[config.mk]
export PLATFORM = sky130hd
export DESIGN_NAME = c_comment_stripper_core
export DESIGN_NICKNAME = d
export VERILOG_FILES = /design/src/rtl/ccs_pkg.sv /design/src/rtl/c_comment_stripper_core.sv
export VERILOG_INCLUDE_DIRS = /design/src /design/src/rtl
export SDC_FILE = /design/constraint.sdc
export NUM_CORES = 1
export LEC_CHECK = 0
export BUFFER_PORTS_ARGS = -buffer_cell sky130_fd_sc_hd__buf_2
export CAP_MARGIN = 20
export CORE_MARGIN = 2
export CORE_UTILIZATION = 41
export CTS_CLUSTER_SIZE = 25
export DETAILED_ROUTE_END_ITERATION = 16
export HOLD_SLACK_MARGIN = 0.1
export PLACE_DENSITY = 0.65
export SLEW_MARGIN = 20
export SYNTH_ARGS = -nofsm -noshare
export SYNTH_HDL_FRONTEND = slang
export SYNTH_SLANG_ARGS = --single-unit
[constraint.sdc]
create_clock -name clk_i -period 4.9 [get_ports clk_i]
set_input_delay 1.225 -clock clk_i [delete_from_list [all_inputs] [get_ports clk_i]]
set_output_delay 1.225 -clock clk_i [all_outputs]
set_load 0.02 [all_outputs]
[src/rtl/assert_macros.svh]
// Assertion macros shared by the RTL of the comment stripper.
// Every check is sampled on the rising edge of clk_i and is disabled while rst_ni is low.
`ifndef ASSERT_MACROS_SVH
`define ASSERT_MACROS_SVH

// Checks a property on every clock edge outside reset.
`define CCS_ASSERT(label, prop, msg) \
  label: assert property (@(posedge clk_i) disable iff (!rst_ni) (prop)) else $error(msg);

// Checks that the antecedent implies the consequent in the same cycle.
`define CCS_ASSERT_IMP(label, ante, cons, msg) \
  label: assert property (@(posedge clk_i) disable iff (!rst_ni) (ante) |-> (cons)) \
    else $error(msg);

`endif

[src/rtl/ccs_pkg.sv]
`timescale 1ns / 1ps
`default_nettype none
// ----------------------------------------------------------------------------
// Comment stripper package
// Character codes, context modes, result queue sizes and the result type.
// ----------------------------------------------------------------------------
package ccs_pkg;

  localparam int SPACE_RUN_MAX = 255;
  localparam int SPACE_LIMIT_INT = (SPACE_RUN_MAX < 255) ? SPACE_RUN_MAX : 255;
  localparam logic [7:0] SPACE_LIMIT = 8'(SPACE_LIMIT_INT);

  localparam logic [7:0] CH_NL     = 8'h0A;
  localparam logic [7:0] CH_SPACE  = 8'h20;
  localparam logic [7:0] CH_DQUOTE = 8'h22;
  localparam logic [7:0] CH_SQUOTE = 8'h27;
  localparam logic [7:0] CH_STAR   = 8'h2A;
  localparam logic [7:0] CH_SLASH  = 8'h2F;
  localparam logic [7:0] CH_BSLASH = 8'h5C;

  localparam int RES_DEPTH = 4;
  localparam int PTR_W     = $clog2(RES_DEPTH);
  localparam int CNT_W     = $clog2(RES_DEPTH + 1);

  typedef enum logic [3:0] {
    M_CODE  = 4'd0,
    M_SLASH = 4'd1,
    M_BLOCK = 4'd2,
    M_BSTAR = 4'd3,
    M_LINE  = 4'd4,
    M_STR   = 4'd5,
    M_CHR   = 4'd6
  } mode_e;

  typedef struct packed {
    logic [7:0] byte_out;
    logic [7:0] spaces_before;
    logic       last_of_run;
  } res_t;

endpackage
`default_nettype wire

[src/rtl/c_comment_stripper_core.sv]
`timescale 1ns / 1ps
`default_nettype none
// ----------------------------------------------------------------------------
// C comment stripper core
// Removes block and line comments from a byte stream of C source, keeping
// string and character literals intact and holding runs of spaces as counts.
// ----------------------------------------------------------------------------
// The core takes one source byte per cycle while in_stall_o is low. The context
// update and the one or two results of a byte are formed in the accepting cycle,
// and the results go into a four-entry result queue, so a result appears in the
// cycle after its byte is accepted at the earliest. The queue drains one result
// per cycle while out_stall_i is low; the two results of a byte (a held slash
// followed by a kept byte) leave it one after the other. The input stalls while
// fewer than two queue entries are free, so with an output that never stalls
// the core sustains one byte per cycle, slowed only by the two-result bytes.
`include "assert_macros.svh"

module c_comment_stripper_core (
  input  wire logic       clk_i,
  input  wire logic       rst_ni,
  input  wire logic       in_valid_i,
  output logic            in_stall_o,
  input  wire logic [7:0] byte_in_i,
  output logic            out_valid_o,
  input  wire logic       out_stall_i,
  output logic [7:0]      byte_out_o,
  output logic [7:0]      spaces_before_o,
  output logic            last_of_run_o
);
  import ccs_pkg::*;

  mode_e            mode_q, mode_d;
  logic             bs_q, bs_d;
  logic [7:0]       held_q, held_d;
  logic             cont_q, cont_d;

  res_t             fifo_q [RES_DEPTH];
  logic [PTR_W-1:0] wr_q, wr_d, rd_q, rd_d, wr_nx;
  logic [CNT_W-1:0] cnt_q, cnt_d;

  logic             in_acc, out_acc;
  logic [1:0]       n_res;
  res_t             r0, r1;
  logic             do_code, put_c;
  logic [7:0]       b, quote;

  assign b       = byte_in_i;
  assign in_stall_o  = (cnt_q > CNT_W'(RES_DEPTH - 2));
  assign in_acc  = in_valid_i && !in_stall_o;
  assign out_valid_o = (cnt_q != '0);
  assign out_acc = out_valid_o && !out_stall_i;
  assign {byte_out_o, spaces_before_o, last_of_run_o} = fifo_q[rd_q];

  always_comb begin
    mode_d  = mode_q;
    bs_d    = bs_q;
    held_d  = held_q;
    cont_d  = cont_q;
    n_res   = 2'd0;
    r0      = '0;
    r1      = '0;
    do_code = 1'b0;
    put_c   = 1'b0;
    quote   = (mode_q == M_STR) ? CH_DQUOTE : CH_SQUOTE;

    unique case (mode_q)
      M_CODE: begin
        do_code = 1'b1;
      end
      M_SLASH: begin
        if (b == CH_SLASH) begin
          mode_d = M_LINE;
          bs_d   = 1'b0;
        end else if (b == CH_STAR) begin
          mode_d = M_BLOCK;
        end else begin
          r0      = '{byte_out: CH_SLASH, spaces_before: held_d, last_of_run: 1'b1};
          n_res   = 2'd1;
          held_d  = '0;
          cont_d  = 1'b1;
          mode_d  = M_CODE;
          do_code = 1'b1;
        end
      end
      M_BLOCK, M_BSTAR: begin
        if (b == CH_NL) begin
          if (cont_q) begin
            r0    = '{byte_out: CH_NL, spaces_before: held_q, last_of_run: 1'b1};
            n_res = 2'd1;
          end
          held_d = '0;
          cont_d = 1'b0;
          mode_d = M_BLOCK;
        end else if (b == CH_STAR) begin
          mode_d = M_BSTAR;
        end else if (b == CH_SLASH && mode_q == M_BSTAR) begin
          mode_d = M_CODE;
        end else begin
          mode_d = M_BLOCK;
        end
      end
      M_LINE: begin
        if (b == CH_NL) begin
          if (cont_q) begin
            r0    = '{byte_out: CH_NL, spaces_before: held_q, last_of_run: 1'b1};
            n_res = 2'd1;
          end
          held_d = '0;
          cont_d = 1'b0;
          if (!bs_q) begin
            mode_d = M_CODE;
          end
          bs_d = 1'b0;
        end else begin
          bs_d = (b == CH_BSLASH);
        end
      end
      M_STR, M_CHR: begin
        if (b == CH_NL) begin
          if (cont_q) begin
            r0    = '{byte_out: CH_NL, spaces_before: held_q, last_of_run: 1'b1};
            n_res = 2'd1;
          end
          held_d = '0;
          cont_d = 1'b0;
          if (!bs_q) begin
            mode_d = M_CODE;
          end
          bs_d = 1'b0;
        end else begin
          r0     = '{byte_out: b, spaces_before: held_q, last_of_run: 1'b1};
          n_res  = 2'd1;
          held_d = '0;
          cont_d = 1'b1;
          if (bs_q) begin
            bs_d = 1'b0;
          end else if (b == CH_BSLASH) begin
            bs_d = 1'b1;
          end else if (b == quote) begin
            mode_d = M_CODE;
          end
        end
      end
      default: begin
        mode_d  = M_CODE;
        do_code = 1'b1;
      end
    endcase

    if (do_code) begin
      if (b == CH_SPACE) begin
        if (held_d < SPACE_LIMIT) begin
          held_d = held_d + 8'd1;
        end
      end else if (b == CH_SLASH) begin
        mode_d = M_SLASH;
      end else if (b == CH_DQUOTE) begin
        put_c  = 1'b1;
        mode_d = M_STR;
        bs_d   = 1'b0;
      end else if (b == CH_SQUOTE) begin
        put_c  = 1'b1;
        mode_d = M_CHR;
        bs_d   = 1'b0;
      end else if (b == CH_NL) begin
        put_c = cont_d;
      end else begin
        put_c = 1'b1;
      end

      if (put_c) begin
        if (n_res == 2'd0) begin
          r0    = '{byte_out: b, spaces_before: held_d, last_of_run: 1'b1};
          n_res = 2'd1;
        end else begin
          r0.last_of_run = 1'b0;
          r1    = '{byte_out: b, spaces_before: held_d, last_of_run: 1'b1};
          n_res = 2'd2;
        end
        held_d = '0;
        cont_d = 1'b1;
      end
      if (b == CH_NL) begin
        held_d = '0;
        cont_d = 1'b0;
      end
    end
  end

  always_comb begin
    wr_nx = wr_q + PTR_W'(1);
    wr_d  = in_acc ? (wr_q + PTR_W'(n_res)) : wr_q;
    rd_d  = out_acc ? (rd_q + PTR_W'(1)) : rd_q;
    cnt_d = cnt_q + (in_acc ? CNT_W'(n_res) : CNT_W'(0)) - CNT_W'(out_acc);
  end

  always_ff @(posedge clk_i or negedge rst_ni) begin
    if (!rst_ni) begin
      mode_q <= M_CODE;
      bs_q   <= 1'b0;
      held_q <= '0;
      cont_q <= 1'b0;
      wr_q   <= '0;
      rd_q   <= '0;
      cnt_q  <= '0;
    end else begin
      if (in_acc) begin
        mode_q <= mode_d;
        bs_q   <= bs_d;
        held_q <= held_d;
        cont_q <= cont_d;
      end
      wr_q  <= wr_d;
      rd_q  <= rd_d;
      cnt_q <= cnt_d;
    end
  end

  always_ff @(posedge clk_i) begin
    if (in_acc && n_res != 2'd0) begin
      fifo_q[wr_q] <= r0;
    end
    if (in_acc && n_res == 2'd2) begin
      fifo_q[wr_nx] <= r1;
    end
  end

  `CCS_ASSERT(a_cnt_range, cnt_q <= CNT_W'(RES_DEPTH), "Result queue count exceeds its depth.")
  `CCS_ASSERT(a_held_limit, held_q <= SPACE_LIMIT, "Held space count exceeds its limit.")
  `CCS_ASSERT_IMP(a_ptr_track, cnt_q != CNT_W'(RES_DEPTH),
                  PTR_W'(wr_q - rd_q) == cnt_q[PTR_W-1:0],
                  "Queue pointers disagree with the queue count.")
  `CCS_ASSERT_IMP(a_pair_queued, out_acc && !last_of_run_o, cnt_q >= CNT_W'(2),
                  "First result of a pair left without its partner queued.")

endmodule
`default_nettype wire
==> impl_results.md <==
* Status: finished, final reports clean
* Share of cells above drive strength 1 at 0.174
* Syn Nets at 441
* Post-synth top area share at 0.422
* Routed Antenna Nets at 0
* Final setup viols at 0
* Worst Slack Setup Final at 0.788 ns
* Rel. slew slack at 0.401
* EDFF count, synth at 68
* Synth Flop Type: edfxtp_1
* Worst r2r path cells at 13
* CTS root buffer: clkbuf_16
* Worst hold margin at 0.494 ns
* Setup_tns at 0 ns
* Arr. time, crit path at 4.34 ns
* Compound-Gate Fraction of Synth Area at 0.145
* Die Y at 113 µm
* Final wirelength at 10,800 µm
* Largest net degree at the start of global routing at 22
* Core area at 0.0115 mm²
* P per Cell Area at 515 mW/mm²
* Final worst path period need at 4.11 ns
* First-pass GRT wire length at 17,700 µm
* Initial antenna violation count at 0
* Setup WS pre-CTS at 0.424 ns
* Commonest non-fill, non-tap cells in the layout: 68 x edfxtp_1, 57 x nor2_1, 42 x nand2_1
* Critical path class: input port to flop
* Min-delay worst type: flop to flop
* RSZ-0062 raised after global routing: false
* WL/cell at 18.4 µm
* Post-synthesis mux area share at 0.0833
* Initial Util at 0.422
* Post-CTS setup buffers at 0
* Final #Nets at 461
* GPL Wtd Cong at 0.909
* Chip width at 113 µm
* Syn_area_per_cell at 11.4 µm²
* CTS tree: done
* Fmax at 243 MHz
* Async set or reset register ratio after synthesis at 0.236
* DR iter-0 viols at 363
* Hold Path Stages at 1
* Tot Pwr at 0.00276 W
* Worst Path Max Fanout at 9
* H-tree levels at 3
* Top cells by area, synth: edfxtp_1 42%, dfrtp_1 11%, mux4_2 7.9%
* Clk sinks at 89
* Area Growth Syn to Fin at 10.9%
* Skew final at 0.00546 ns
* Count of cell types in the netlist at 64
* Leakage power at 1.99 nW
* Top Ports at 31
* Clk buf depth at 2
* DR vias at 3,472
* CTS buffer count at 9
* Rows at 39
* Max VDD drop at 0.000308 V
* Synth Warn # at 0
* Max Cap Viol at 0
* Global route total overflow at 0
* Seq/Total Area, Yosys at 0.531
* Vias in the first global route at 3,305
* Yosys reg bits at 89
* Final instance area at 0.00537 mm²
* Commonest non-fill, non-tap cell in the layout: edfxtp_1
* Slew @ Worst Pin at 0.896 ns
* Post-cts sizing count at 0
* Period utilization at 0.839
* Post-Syn Instances at 423
* DP Area at 0.00507 mm²
* DRC Markers at 0
* Simple logic cell fraction of the synthesized area at 0.176
* DR pass1 iterations at 5
* Hold Buf Count CTS at 0
* Cell Area, Synth at 0.00484 mm²
* Slew Limit Fails at 0
* Startpoint types: input port
* Endpoint class of the critical path: flop
* Clk pin slew, worst setup/hold paths at 0.06 ns
* Total track usage at 0.181
* Final Hold Viols at 0
* Die area at 0.0127 mm²
* Worst Path Required at 5.13 ns
* Vias/cell at 5.88
* Clock Latency Late Sink at 0.35 ns
* Cell taking the most area after synthesis: edfxtp_1
* Number of diodes at 0
* Port Buffers at 30
* Largest family of logic cells by synthesized area: simple AND/OR/NAND/NOR gates
* Synth Area in XOR/XNOR at 0.0127
* Post-Synth Adder-Cell Area at 0.0171
* Post-DP HPWL at 7420 µm
* Fillers at 1,035
## worst paths after layout
check / start / end / slack [ns]
setup / recovery: byte_in_i[4] / cnt_q[2] / 0.79
hold / removal: cnt_q[2] / cnt_q[2] / 0.49
setup reg to reg: mode_q[0] / cnt_q[2] / 1.44
hold reg to reg: cnt_q[2] / cnt_q[2] / 0.49
max in group asynchronous: rst_ni / rd_q[0] / 3.67
min in group asynchronous: rst_ni / held_q[7] / 0.86
## synth_stat cells, types with 5 or more instances
cell      number
ha_1           5
and2_1         9
a21o_1         6
mux4_2        17
nand4_1        5
o21ai_0        9
dfrtp_1       21
nor2b_1        7
edfxtp_1      68
xor2_1         5
inv_1          9
nor2_1        57
a31oi_1        6
buf_2          8
nand3_1        8
nand2_1       42
a21oi_1       32
clkbuf_1      12
o21a_1        21
## report_power, final
part / switching, W / total [W] / leakage, nW / internal [W]
Combinational: 0.000612 / 0.00104 / 0.960 / 0.000430
Sequential: 0.000102 / 0.00104 / 0.895 / 0.000936
Clock: 0.000287 / 0.000681 / 0.134 / 0.000393
Total: 0.00100 / 0.00276 / 1.99 / 0.00176
## critical path, cell delays in order
cell,delay (ns)
buf_2,0.16
or4b_1,0.74
nor3_4,0.29
nand2b_2,0.21
o211ai_1,0.13
o21ai_0,0.27
nand2b_1,0.19
ha_1,0.22
inv_1,0.06
ha_1,0.14
inv_1,0.05
fa_1,0.37
xor2_1,0.16
xnor2_1,0.13
## logic make-up after synthesis
logic type | Yosys count
muxes | 19
DFF | 89
and+or+nand+nor | 165
AOI/OAI and AO/OA | 102
adders and majority gates | 6
xor gates and xnor gates | 7
buffers and inverters | 35
## final cells by class
cell class	instances	area (µm²)	share of cell area
Inverter	9	33.8	0.00630
Clock inverter	6	70.1	0.0131
Multi-Input combinational cell	299	2100	0.392
Sequential cell	89	2570	0.479
Clock buffer	9	225	0.0420
Timing Repair Buffer	35	188	0.0350
Tap cell	143	179	0.0333
## metal layers
| metal | vias to the layer above | global-route usage | share of wire |
|---|---|---|---|
| li1 | 1620 | - | - |
| met1 | 1691 | 0.240 | 0.42 |
| met2 | 145 | 0.293 | 0.48 |
| met3 | 16 | 0.0475 | 0.081 |
| met4 | 0 | 0.0593 | 0.016 |
| met5 | - | 0 | 0 |
## through the flow
| stage | cells | util |
|---|---|---|
| after floorplan | 423 | - |
| after global placement | 575 | 0.442 |
| after detailed placement | 575 | 0.442 |
| after CTS | 590 | 0.468 |
| after global routing | 590 | 0.468 |
| final | 590 | 0.468 |
## flip-flops by register name, summed over array words and instances (netlist names)
register	cells
cont_q	1
held_q	8
mode_q	4
cnt_q	3
fifo_q	68
bs_q	1
wr_q	2
rd_q	2
Note: power is estimated with default switching activity, not from simulation.
